[src/design/nbrp_pkg.sv]
// Package: shared types, widths and codes of the row partitioner.
`timescale 1ns / 1ps
package nbrp_pkg;

    localparam int PTR_WIDTH_DEF = 32;
    localparam int NNZ_W         = 32;
    localparam int ROW_W         = 32;
    localparam int CNT_W         = 11;
    localparam int CFG_IDX_W     = 1;
    localparam int CFG_DATA_W    = 32;
    localparam int DIV_STEPS     = NNZ_W;
    localparam int DIV_CNT_W     = $clog2(DIV_STEPS);

    localparam logic [CNT_W-1:0] CNT_MAX = {CNT_W{1'b1}};

    localparam logic [CFG_IDX_W-1:0] REG_TOTAL_NNZ   = 1'b0;
    localparam logic [CFG_IDX_W-1:0] REG_BLOCK_COUNT = 1'b1;

    typedef enum logic [1:0] {
        ST_IDLE,
        ST_DECIDE,
        ST_UPDATE,
        ST_DIV
    } t_state;

    typedef struct packed {
        logic             start;
        logic [NNZ_W-1:0] dividend;
        logic [CNT_W-1:0] divisor;
    } t_div_req;

    typedef struct packed {
        logic             done;
        logic [NNZ_W-1:0] quotient;
    } t_div_rsp;

endpackage

[src/design/nbrp_row_if.sv]
// Interface: row pointer input channel.
`timescale 1ns / 1ps
interface nbrp_row_if #(
    parameter int PTR_WIDTH = 32
);
    logic                 valid;
    logic                 ready;
    logic [PTR_WIDTH-1:0] row_ptr;
    logic                 is_first;
    logic                 is_last;

    modport source (output valid, output row_ptr, output is_first, output is_last,
                    input ready);
    modport sink   (input valid, input row_ptr, input is_first, input is_last,
                    output ready);
endinterface

[src/design/nbrp_set_if.sv]
// Interface: closed row set output channel.
`timescale 1ns / 1ps
interface nbrp_set_if;
    logic        valid;
    logic        ready;
    logic [10:0] set_index;
    logic [31:0] end_row;
    logic        overflow;

    modport source (output valid, output set_index, output end_row, output overflow,
                    input ready);
    modport sink   (input valid, input set_index, input end_row, input overflow,
                    output ready);
endinterface

[src/design/nnz_balanced_row_partitioner.sv]
// Top level: nonzero-balanced CSR row partitioner with shared iterative divider.
//
//  channel  dir  handshake        payload
//  i_row    in   valid/ready      row_ptr, is_first, is_last
//  o_set    out  valid/ready      set_index, end_row, overflow
//  i_cfg_*  in   write enable     i_cfg_idx, i_cfg_data
//
// A pointer that closes no set is taken in IDLE. A pointer that closes a set
// passes DECIDE and UPDATE, and then DIV while the bit-serial divider works
// out a new target when one is needed. A first pointer goes through DIV.
// Reset is synchronous; the result register lets the next pointer in while
// a result waits, and a set close waits in DECIDE until that register frees.
`timescale 1ns / 1ps
module nnz_balanced_row_partitioner
    import nbrp_pkg::*;
#(
    parameter int PTR_WIDTH = PTR_WIDTH_DEF
)(
    input  logic                  i_clk,
    input  logic                  i_rst_n,
    input  logic                  i_cfg_we,
    input  logic [CFG_IDX_W-1:0]  i_cfg_idx,
    input  logic [CFG_DATA_W-1:0] i_cfg_data,
    nbrp_row_if.sink              i_row,
    nbrp_set_if.source            o_set
);

    localparam int WIDE_W = (PTR_WIDTH > NNZ_W) ? PTR_WIDTH : NNZ_W;
    localparam int SUM_W  = WIDE_W + 1;

    t_state r_state, n_state;

    logic [NNZ_W-1:0]     r_total_nnz;
    logic [CNT_W-1:0]     r_block_count;

    logic [PTR_WIDTH-1:0] r_prev_ptr;
    logic [PTR_WIDTH-1:0] r_cur_ptr;
    logic [ROW_W-1:0]     r_row_number;
    logic [PTR_WIDTH-1:0] r_start_ptr;
    logic [NNZ_W-1:0]     r_remaining_nnz;
    logic [CNT_W-1:0]     r_remaining_sets;
    logic [PTR_WIDTH-1:0] r_target;
    logic                 r_beyond;
    logic [CNT_W-1:0]     r_set_counter;
    logic [PTR_WIDTH-1:0] r_end_ptr;
    logic [PTR_WIDTH-1:0] r_base;

    logic                 r_out_valid;
    logic [CNT_W-1:0]     r_out_index;
    logic [ROW_W-1:0]     r_out_row;
    logic                 r_out_ovf;

    logic [CNT_W-1:0]     bc_eff;
    logic                 row_acc;
    logic                 hit;
    logic                 slot_free;
    logic                 after;
    logic [PTR_WIDTH-1:0] diff_up;
    logic [PTR_WIDTH-1:0] diff_dn;
    logic [PTR_WIDTH-1:0] used;
    logic [WIDE_W-1:0]    used_ext;
    logic [WIDE_W-1:0]    rem_ext;
    logic [NNZ_W-1:0]     rem_new;
    logic [CNT_W-1:0]     sets_new;
    logic                 more_targets;
    logic [SUM_W-1:0]     target_sum;
    logic                 ready;
    logic                 load_out;

    t_div_req div_req;
    t_div_rsp div_rsp;

    nbrp_divider u_div (
        .i_clk   (i_clk),
        .i_rst_n (i_rst_n),
        .i_req   (div_req),
        .o_rsp   (div_rsp)
    );

    assign bc_eff    = (r_block_count == '0) ? CNT_W'(1) : r_block_count;
    assign row_acc   = i_row.valid && ready;
    assign hit       = !r_beyond && (i_row.row_ptr >= r_target);
    assign slot_free = !r_out_valid || o_set.ready;

    // nearer end wins, tie closes after the row; prev above target closes before
    assign diff_up = r_cur_ptr - r_target;
    assign diff_dn = r_target - r_prev_ptr;
    assign after   = (r_prev_ptr <= r_target) && (diff_up <= diff_dn);

    assign used         = r_end_ptr - r_start_ptr;
    assign used_ext     = WIDE_W'(used);
    assign rem_ext      = WIDE_W'(r_remaining_nnz);
    assign rem_new      = (used_ext >= rem_ext) ? '0 : NNZ_W'(rem_ext - used_ext);
    assign sets_new     = (r_remaining_sets != '0) ? r_remaining_sets - 1'b1 : '0;
    assign more_targets = (r_set_counter < bc_eff) && (sets_new != '0);

    assign target_sum = SUM_W'(r_base) + SUM_W'(div_rsp.quotient);

    // next state
    always_comb begin
        n_state = r_state;
        case (r_state)
            ST_IDLE: begin
                if (row_acc) begin
                    if (i_row.is_first) n_state = ST_DIV;
                    else if (hit)       n_state = ST_DECIDE;
                end
            end
            ST_DECIDE: begin
                if (slot_free) n_state = ST_UPDATE;
            end
            ST_UPDATE: begin
                n_state = more_targets ? ST_DIV : ST_IDLE;
            end
            ST_DIV: begin
                if (div_rsp.done) n_state = ST_IDLE;
            end
            default: n_state = ST_IDLE;
        endcase
    end

    // control outputs
    always_comb begin
        ready            = 1'b0;
        load_out         = 1'b0;
        div_req.start    = 1'b0;
        div_req.dividend = r_total_nnz;
        div_req.divisor  = bc_eff;
        case (r_state)
            ST_IDLE: begin
                ready         = 1'b1;
                div_req.start = row_acc && i_row.is_first;
            end
            ST_DECIDE: begin
                load_out = slot_free;
            end
            ST_UPDATE: begin
                div_req.start    = more_targets;
                div_req.dividend = rem_new;
                div_req.divisor  = sets_new;
            end
            ST_DIV: begin
            end
            default: begin
            end
        endcase
    end

    always_ff @(posedge i_clk) begin
        if (!i_rst_n) begin
            r_state       <= ST_IDLE;
            r_total_nnz   <= '0;
            r_block_count <= CNT_W'(1);
            r_out_valid   <= 1'b0;
        end else begin
            r_state <= n_state;
            if (i_cfg_we) begin
                case (i_cfg_idx)
                    REG_TOTAL_NNZ:   r_total_nnz   <= i_cfg_data[NNZ_W-1:0];
                    REG_BLOCK_COUNT: r_block_count <= i_cfg_data[CNT_W-1:0];
                    default: begin
                    end
                endcase
            end
            if (load_out)         r_out_valid <= 1'b1;
            else if (o_set.ready) r_out_valid <= 1'b0;
        end
    end

    always_ff @(posedge i_clk) begin
        if (!i_rst_n) begin
            r_prev_ptr       <= '0;
            r_row_number     <= '0;
            r_start_ptr      <= '0;
            r_remaining_nnz  <= '0;
            r_remaining_sets <= '0;
            r_target         <= '0;
            r_beyond         <= 1'b0;
            r_set_counter    <= CNT_W'(1);
        end else begin
            case (r_state)
                ST_IDLE: begin
                    if (row_acc) begin
                        r_cur_ptr <= i_row.row_ptr;
                        if (i_row.is_first) begin
                            r_prev_ptr       <= i_row.row_ptr;
                            r_start_ptr      <= i_row.row_ptr;
                            r_row_number     <= '0;
                            r_remaining_nnz  <= r_total_nnz;
                            r_remaining_sets <= bc_eff;
                            r_set_counter    <= CNT_W'(1);
                            r_base           <= '0;
                        end else if (!hit) begin
                            r_prev_ptr   <= i_row.row_ptr;
                            r_row_number <= r_row_number + 1'b1;
                        end
                    end
                end
                ST_DECIDE: begin
                    if (slot_free) begin
                        r_end_ptr   <= after ? r_cur_ptr : r_prev_ptr;
                        r_out_index <= r_set_counter;
                        r_out_row   <= after ? r_row_number + 1'b1 : r_row_number;
                        r_out_ovf   <= r_set_counter > bc_eff;
                    end
                end
                ST_UPDATE: begin
                    r_remaining_nnz  <= rem_new;
                    r_remaining_sets <= sets_new;
                    r_start_ptr      <= r_end_ptr;
                    r_base           <= r_end_ptr;
                    r_prev_ptr       <= r_cur_ptr;
                    r_row_number     <= r_row_number + 1'b1;
                    if (r_set_counter != CNT_MAX) r_set_counter <= r_set_counter + 1'b1;
                end
                ST_DIV: begin
                    if (div_rsp.done) begin
                        r_target <= target_sum[PTR_WIDTH-1:0];
                        r_beyond <= (target_sum >> PTR_WIDTH) != '0;
                    end
                end
                default: begin
                end
            endcase
        end
    end

    assign i_row.ready     = ready;
    assign o_set.valid     = r_out_valid;
    assign o_set.set_index = r_out_index;
    assign o_set.end_row   = r_out_row;
    assign o_set.overflow  = r_out_ovf;

endmodule

[src/design/nbrp_divider.sv]
// Module: restoring divider, one quotient bit per cycle.
`timescale 1ns / 1ps
module nbrp_divider
    import nbrp_pkg::*;
(
    input  logic     i_clk,
    input  logic     i_rst_n,
    input  t_div_req i_req,
    output t_div_rsp o_rsp
);

    logic                 r_busy;
    logic                 r_done;
    logic [DIV_CNT_W-1:0] r_cnt;
    logic [NNZ_W-1:0]     r_quo;
    logic [CNT_W-1:0]     r_rem;
    logic [CNT_W-1:0]     r_dsr;

    logic [CNT_W:0]       rem_sh;
    logic                 fits;

    // partial remainder stays below the divisor, so CNT_W bits hold it
    assign rem_sh = {r_rem, r_quo[NNZ_W-1]};
    assign fits   = rem_sh >= {1'b0, r_dsr};

    always_ff @(posedge i_clk) begin
        if (!i_rst_n) begin
            r_busy <= 1'b0;
            r_done <= 1'b0;
            r_cnt  <= '0;
        end else begin
            r_done <= 1'b0;
            if (i_req.start) begin
                r_busy <= 1'b1;
                r_cnt  <= '0;
            end else if (r_busy) begin
                r_cnt <= r_cnt + 1'b1;
                if (r_cnt == DIV_CNT_W'(DIV_STEPS - 1)) begin
                    r_busy <= 1'b0;
                    r_done <= 1'b1;
                end
            end
        end
    end

    always_ff @(posedge i_clk) begin
        if (i_req.start) begin
            r_quo <= i_req.dividend;
            r_dsr <= i_req.divisor;
            r_rem <= '0;
        end else if (r_busy) begin
            r_rem <= fits ? CNT_W'(rem_sh - {1'b0, r_dsr}) : rem_sh[CNT_W-1:0];
            r_quo <= {r_quo[NNZ_W-2:0], fits};
        end
    end

    assign o_rsp.done     = r_done;
    assign o_rsp.quotient = r_quo;

endmodule
[src/flat_wrapper.sv]
// flat-port wrapper written by rule: the top's interface ports become plain ports
module nnz_balanced_row_partitioner_flat import nbrp_pkg::*;
#(
    parameter int PTR_WIDTH = PTR_WIDTH_DEF
)
  (i_clk, i_rst_n, i_cfg_we, i_cfg_idx, i_cfg_data, i_row_valid, i_row_row_ptr, i_row_is_first, i_row_is_last, i_row_ready, o_set_valid, o_set_set_index, o_set_end_row, o_set_overflow, o_set_ready);
  nbrp_row_if #(.PTR_WIDTH(PTR_WIDTH)) i_row_i ();
  nbrp_set_if o_set_i ();
  input  logic i_clk;
  input  logic i_rst_n;
  input  logic i_cfg_we;
  input  logic [CFG_IDX_W-1:0] i_cfg_idx;
  input  logic [CFG_DATA_W-1:0] i_cfg_data;
  input wire logic [$bits(i_row_i.valid)-1:0] i_row_valid;
  input wire logic [$bits(i_row_i.row_ptr)-1:0] i_row_row_ptr;
  input wire logic [$bits(i_row_i.is_first)-1:0] i_row_is_first;
  input wire logic [$bits(i_row_i.is_last)-1:0] i_row_is_last;
  output wire logic [$bits(i_row_i.ready)-1:0] i_row_ready;
  output wire logic [$bits(o_set_i.valid)-1:0] o_set_valid;
  output wire logic [$bits(o_set_i.set_index)-1:0] o_set_set_index;
  output wire logic [$bits(o_set_i.end_row)-1:0] o_set_end_row;
  output wire logic [$bits(o_set_i.overflow)-1:0] o_set_overflow;
  input wire logic [$bits(o_set_i.ready)-1:0] o_set_ready;
  assign i_row_i.valid = i_row_valid;
  assign i_row_i.row_ptr = i_row_row_ptr;
  assign i_row_i.is_first = i_row_is_first;
  assign i_row_i.is_last = i_row_is_last;
  assign i_row_ready = i_row_i.ready;
  assign o_set_valid = o_set_i.valid;
  assign o_set_set_index = o_set_i.set_index;
  assign o_set_end_row = o_set_i.end_row;
  assign o_set_overflow = o_set_i.overflow;
  assign o_set_i.ready = o_set_ready;
  nnz_balanced_row_partitioner #(.PTR_WIDTH(PTR_WIDTH)) u_core (.i_clk(i_clk), .i_rst_n(i_rst_n), .i_cfg_we(i_cfg_we), .i_cfg_idx(i_cfg_idx), .i_cfg_data(i_cfg_data), .i_row(i_row_i), .o_set(o_set_i));
endmodule
[config.mk]
export PLATFORM = sky130hd
export DESIGN_NAME = nnz_balanced_row_partitioner_flat
export DESIGN_NICKNAME = d
export VERILOG_FILES = /design/src/design/nbrp_pkg.sv /design/src/design/nbrp_row_if.sv /design/src/design/nbrp_set_if.sv /design/src/design/nnz_balanced_row_partitioner.sv /design/src/design/nbrp_divider.sv /design/src/flat_wrapper.sv
export SDC_FILE = /design/constraint.sdc
export NUM_CORES = 1
export LEC_CHECK = 0
export BUFFER_PORTS_ARGS = -buffer_cell sky130_fd_sc_hd__buf_2
export CORE_MARGIN = 4
export CORE_UTILIZATION = 50
export DETAILED_ROUTE_END_ITERATION = 12
export PLACE_DENSITY = 0.72
export SLEW_MARGIN = 40
export SYNTH_ARGS = -nofsm -noshare
export SYNTH_HDL_FRONTEND = slang
export SYNTH_HIERARCHICAL = 1
export SYNTH_SLANG_ARGS = --single-unit
[constraint.sdc]
create_clock -name i_clk -period 7.6 [get_ports i_clk]
set_input_delay 1.52 -clock i_clk [delete_from_list [all_inputs] [get_ports i_clk]]
set_output_delay 1.52 -clock i_clk [all_outputs]
set_load 0.02 [all_outputs]
* Word level (Yosys, flattened, before mapping)
Cells that the tools add are included.
** Cells by class
- Multiply operators :: 0
- Div/mod/pow operators :: 0
- Reductions and logical operators :: 27
- $add $sub $neg :: 10
- Eq/ne operators :: 12
- Shifts and indexed selects :: 0
- Bitwise gates (word level) :: 3
- Order comparisons :: 7
- Mux-type cells :: 49
** Operators by type and width (number)
- two-way mux 32 bit :: 17
- one-hot mux 32 bit (2 select lines) :: 5
- subtractor 32 bit :: 4
- two-way mux 11 bit :: 8
- >= comparator 32 bit :: 2
- less-or-equal comparator 32 bit :: 2
- one-hot mux 11 bit (2 select lines) :: 2
- two-way mux 43 bit :: 1
- adder 32 x 32 -> 33 bit :: 1
- adder 32 x 1 -> 32 bit (second input constant) :: 1
- nonzero test 11 bit :: 2
- >= comparator 12 x 11 -> 1 bit :: 1
- two-way mux 2 bit :: 6
- AND reduction 3 bit :: 4
- AND reduction 4 bit :: 3
- adder 11 x 1 -> 11 bit (second input constant) :: 1
- > comparator 11 bit :: 1
- logical NOT 11 bit :: 1
- < comparator 11 bit :: 1
- != test 11 bit (second input constant) :: 1
- subtractor 11 x 1 -> 11 bit (second input constant) :: 1
- subtractor 11 bit :: 1
- two-way mux 1 bit :: 8
- one-hot mux 2 bit (4 select lines) :: 1
- 18 further kinds :: 33
** Storage, ports and cells
- Input bits :: 72
- Word-level logic and storage cells :: 132
- Output and inout bits :: 46
- Latch bits :: 0
- Memories kept :: 0
- Bits in writable memories :: 0
- ROM bits :: 0
- Register bits :: 430

* Logic depth before layout (Yosys ltp)
- Word-level depth :: 6
- Gate-level depth with buffers :: 27
- Mapped depth without buffers :: 26

* Cells and area by module
The synthesis kept the hierarchy.
** By module, submodules not included
- nnz_balanced_row_partitioner :: cells each 2924, area an instance 25284.2 µm², instances 1, seq. area each 8788.4 µm²
- nbrp_divider :: cells each 247, area an instance 3071.7 µm², instances 1, seq. area each 1651.6 µm²

* Worst setup path before layout
OpenSTA, ideal clock, no wires.
- Kind :: register to register
- From :: register u_core.r_prev_ptr[1]
- To :: register u_core.r_end_ptr[10] (data pin)
- Path buffers :: 2
- Library setup time :: 265 ps
- Setup slack :: 2345 ps
- Arrival :: 4991 ps
- Stages on the path, launching flop included :: 25
- Required time :: 7335 ps
- Period minus slack after synthesis :: 5255 ps
- Path through :: dfxtp_1 inv_1 ha_1 nor2b_1 o21a_1 o21ai_1 o211ai_1 o211a_1 a311oi_2 o31ai_1 a21bo_1 a2111o_1 nand3_1 ha_1 a21o_1 a21o_1 a211o_1 a21oi_1 inv_1 a221oi_1 a21oi_1 a21oi_1 clkbuf_1 buf_1 o21ai_1
** On the way
- Longest elaborated chain between the ends :: 4
- Elaborated cells between the ends (all ways) :: 5
- Those cells by class :: 1 x add/sub; 2 x order compare; 1 x mux; 1 x reduce/logical
** Ends and longest elaborated chain
- start: declaration :: line nnz_balanced_row_partitioner.sv:36 : logic [PTR_WIDTH-1:0] r_prev_ptr;
- start signal: assignment :: line nnz_balanced_row_partitioner.sv:186 : r_prev_ptr <= i_row.row_ptr;
- start signal: assignment :: line nnz_balanced_row_partitioner.sv:194 : r_prev_ptr <= i_row.row_ptr;
- start signal: assignment :: line nnz_balanced_row_partitioner.sv:212 : r_prev_ptr <= r_cur_ptr;
- subtractor 32 bit :: line nnz_balanced_row_partitioner.sv:87 : assign diff_dn = r_target - r_prev_ptr;
- less-or-equal comparator 32 bit :: line nnz_balanced_row_partitioner.sv:88 : assign after = (r_prev_ptr <= r_target) && (diff_up <= diff_dn);
- logical AND 1 bit * :: line nnz_balanced_row_partitioner.sv:88
- two-way mux 32 bit * :: line nnz_balanced_row_partitioner.sv:201 : r_end_ptr <= after ? r_cur_ptr : r_prev_ptr;
- end signal: assignment :: line nnz_balanced_row_partitioner.sv:201
- end: declaration :: line nnz_balanced_row_partitioner.sv:45 : logic [PTR_WIDTH-1:0] r_end_ptr;
Mark *: on every way between the ends. The rest lies on a longest branch, timed or not.
A chain may end at the register's enable or synchronous reset.

==> results.cfg <==
[status]
status = completed

[sta]
worst_pin_slew_ns = 0.845
period_share_pct = 82.1
relSlewSlack_pct = 42.9
fin_worst_skew_ns = 0.0198
fmax_mhz = 160
finalHoldViolCount = 0
rsz0062_at_grt = false
worst_slack_ns = 1.36
min_period_ns = 6.24
tns_ns = 0
slew_violations = 0
setup_viol = 0

[setup_path]
crit_top_cell = a21o_1
endpoint_kind = register
worst-path-buf-inv = 2
worstPathArrival_ns = 6.59
cpLargestDelayFamily = compound AO/OA/AOI/OAI gates
crit_path_top_delay_cell = a21oi_2
crit_chain = inv_1, ha_1, inv_1, fa_1, a21o_1, a21oi_1, o21ai_1, a21oi_1, o311ai_1, a31o_1, a21o_1, a21o_1, a21oi_1, xor2_1, ha_1, a21o_1, a21o_1, a21oi_1, o221ai_1, nor3_1, o21bai_1, a21oi_2, o21ai_0, mux2_2
start_kind = register
worstPathMaxFanout = 13
cp_slowest_stage_delay_ns = 0.61
crit_type = register to register
critPathRequiredTime_ns = 7.95

[synthesis]
synthArstFlopShare_pct = 0
synth.top_cell.area_share_pct = 19.4
yosysWarnings = 6
synth_top_cell_by_area = edfxtp_1
yosysSeqAreaShare_pct = 36.8
synth_edf_count = 183
synth_area_leaders = edfxtp_1, dfxtp_1, ha_1
postSynthCellCount = 3171
avgSynthCellArea_um2 = 8.94
synth.distinct_cells = 99
synthesis.nets = 3498
yosysMostFrequentCell = nand2_1
synthFlopType = dfxtp_1
ys_seq_elements = 430
syn_area_um2 = 28400
yosys-top-cells-count = nand2_1, ha_1, dfxtp_1

[finish]
finish.net_count = 3544
drive_above_1_share_pct = 9.55
syn2layout_area_growth_pct = 10.4

[global_routing]
track_usage_pct = 23.2
antenna_found_initial = 0
grt_pass1_vias = 22065
grt_first_pass_wirelength_um = 116000
grt_remaining_overflow = 0
grt_max_degree = 96

[power]
powerDensity_nw_per_um2 = 261
leakage_nw = 13.3
combPwrFrac_pct = 35.2
internal_power_mw = 5.33
power_switching_mw = 2.84
clkPwrFrac_pct = 30.0
p_sw_share_pct = 34.8
vdd_drop_max_v = 0.000178
seqPwrFrac_pct = 34.8

[die]
core_area_um2 = 56300
ios = 118
dieArea_um2 = 60600
placementRows = 87
dieHeight_um = 246
start_util_pct = 50.4
die_w_um = 246

[clock_tree]
cts_tree = done
numCtsBuffers = 48
cts-root-buf = clkbuf_16
clk_pin_slew_ns = 0.06
clk_path_buf_depth = 3
post_cts_buffers = 0
cts_hold_buf = 0
htree_num_levels = 2
clock_latency_ns = 0.59
cts-resized-gates = 0
clock-sinks = 430

[place]
gp_congestion = 0.948
port_buffers = 116
hpwl_um = 52900
place_ws_ns = 1.44

[routing]
initialDrtViolationCount = 1708
wire_per_inst_um = 17.9
via_per_inst = 5.81
wl_um = 71900
first_pass_iters = 6
drc = 0
vias = 23341
ant_nets = 0

[flow_run]
drv_cap = 0

[min_path]
hp-class = register to register
[cell type report]
cell class | count | area [um2]
Multi-Input combinational cell | 2407 | 16700
Tap cell | 756 | 946
Clock inverter | 29 | 310
Clock buffer | 61 | 1370
Fill cell | 5057 | 25000
Antenna cell | 2 | 5.00
Timing Repair Buffer | 138 | 801
Inverter | 192 | 721
Sequential cell | 430 | 10400
[path summary, 6_finish.rpt]
path,from,to,slack (ns),cells past startpoint
min,u_core/r_total_nnz[27]$_SDFFE_PN0P_,u_core/r_total_nnz[27]$_SDFFE_PN0P_,0.47,2
max,u_core/r_end_ptr[0]$_DFFE_PP_,u_core/u_div/r_quo[20]$_DFFE_PP_,1.36,24
max reg2reg,u_core/r_end_ptr[0]$_DFFE_PP_,u_core/u_div/r_quo[20]$_DFFE_PP_,1.36,24
min reg2reg,u_core/r_total_nnz[27]$_SDFFE_PN0P_,u_core/r_total_nnz[27]$_SDFFE_PN0P_,0.47,2
[power groups by stage]
stage | Clock, mW | Sequential [mW] | Combinational (mW)
finish | 2.45 | 2.84 | 2.88
global placement | 0 | 2.88 | 2.79
global route | 2.61 | 2.86 | 3.21
detailed placement | 0 | 2.88 | 2.82
CTS | 2.51 | 2.84 | 2.84
floorplan | 0 | 2.83 | 2.23
[routing by layer]
layer	share of wire, %	GRT usage (%)	wire length [um]	vias to the layer above
li1	-	-	-	11645
met1	48	33.1	34300	10983
met2	45	37.7	32000	615
met3	5.7	3.22	4070	98
met4	2.1	5.47	1530	0
met5	0	0	0	-
[cell usage in the layout (no fill, tap or decap), types with 34 or more instances in the layout]
cell,count
o211ai_1,41
nor2_1,153
o21a_1,34
o211a_1,41
inv_1,191
clkbuf_16,51
nand4_1,51
o21ai_0,136
o31ai_1,35
nand3_1,77
a21o_1,111
xor2_1,65
edfxtp_1,183
a21boi_0,54
a21oi_1,203
ha_1,249
xnor2_1,109
buf_2,115
o21ai_1,53
dfxtp_1,247
nor3_1,41
nand2_1,369
and3_1,49
and2_1,96
[cells by family (layout without fill, tap and decap cells)]
family	after synthesis	count (layout)	share of synthesized area [%]
AND/OR/NAND/NOR	1003	1003	17.4
AO/OA/AOI/OAI	926	926	22.5
flip-flops	430	430	36.8
buffers and inverters	334	420	4.50
adder cells (fa/ha/maj)	255	255	11.4
XOR/XNOR	174	174	5.37
multiplexers	49	49	1.91
other	0	2	0
[sequential cells by signal, indices dropped and copies added, names as in the netlist, 5 cells and up]
name / flops
u_core/o_set.end_row: 32
u_core/o_set.set_index: 11
u_core/r_base: 32
u_core/r_block_count: 11
u_core/r_cur_ptr: 32
u_core/r_end_ptr: 32
u_core/r_prev_ptr: 32
u_core/r_remaining_nnz: 32
u_core/r_remaining_sets: 11
u_core/r_row_number: 32
u_core/r_set_counter: 11
u_core/r_start_ptr: 32
u_core/r_target: 32
u_core/r_total_nnz: 32
u_core/u_div/r_cnt: 5
u_core/u_div/r_dsr: 11
u_core/u_div/r_quo: 32
u_core/u_div/r_rem: 11
[stage by stage]
stage	utilization (%)	area, um2	std cells	hold WS, ns	total power, mW
floorplan	-	28400	3171	0.439	5.06
global placement	52.5	29600	3920	0.453	5.67
detailed placement	52.6	29600	3922	0.459	5.70
CTS	55.6	31300	4012	0.469	8.19
global route	55.6	31300	4013	0.489	8.69
finish	55.7	31300	4015	0.465	8.17
[worst reg2reg max path, stage by stage, from the launching register on]
cell and delay (ns):
edfxtp_1 0.36, inv_1 0.08, ha_1 0.17, inv_1 0.06, fa_1 0.40, a21o_1 0.18, a21oi_1 0.25, o21ai_1 0.15
a21oi_1 0.47, o311ai_1 0.22, a31o_1 0.26, a21o_1 0.21, a21o_1 0.18, a21oi_1 0.17, xor2_1 0.11, ha_1 0.29
a21o_1 0.20, a21o_1 0.17, a21oi_1 0.28, o221ai_1 0.18, nor3_1 0.17, o21bai_1 0.15, a21oi_2 0.61, o21ai_0 0.35
mux2_2 0.34
(Power assumes the default switching activity.)
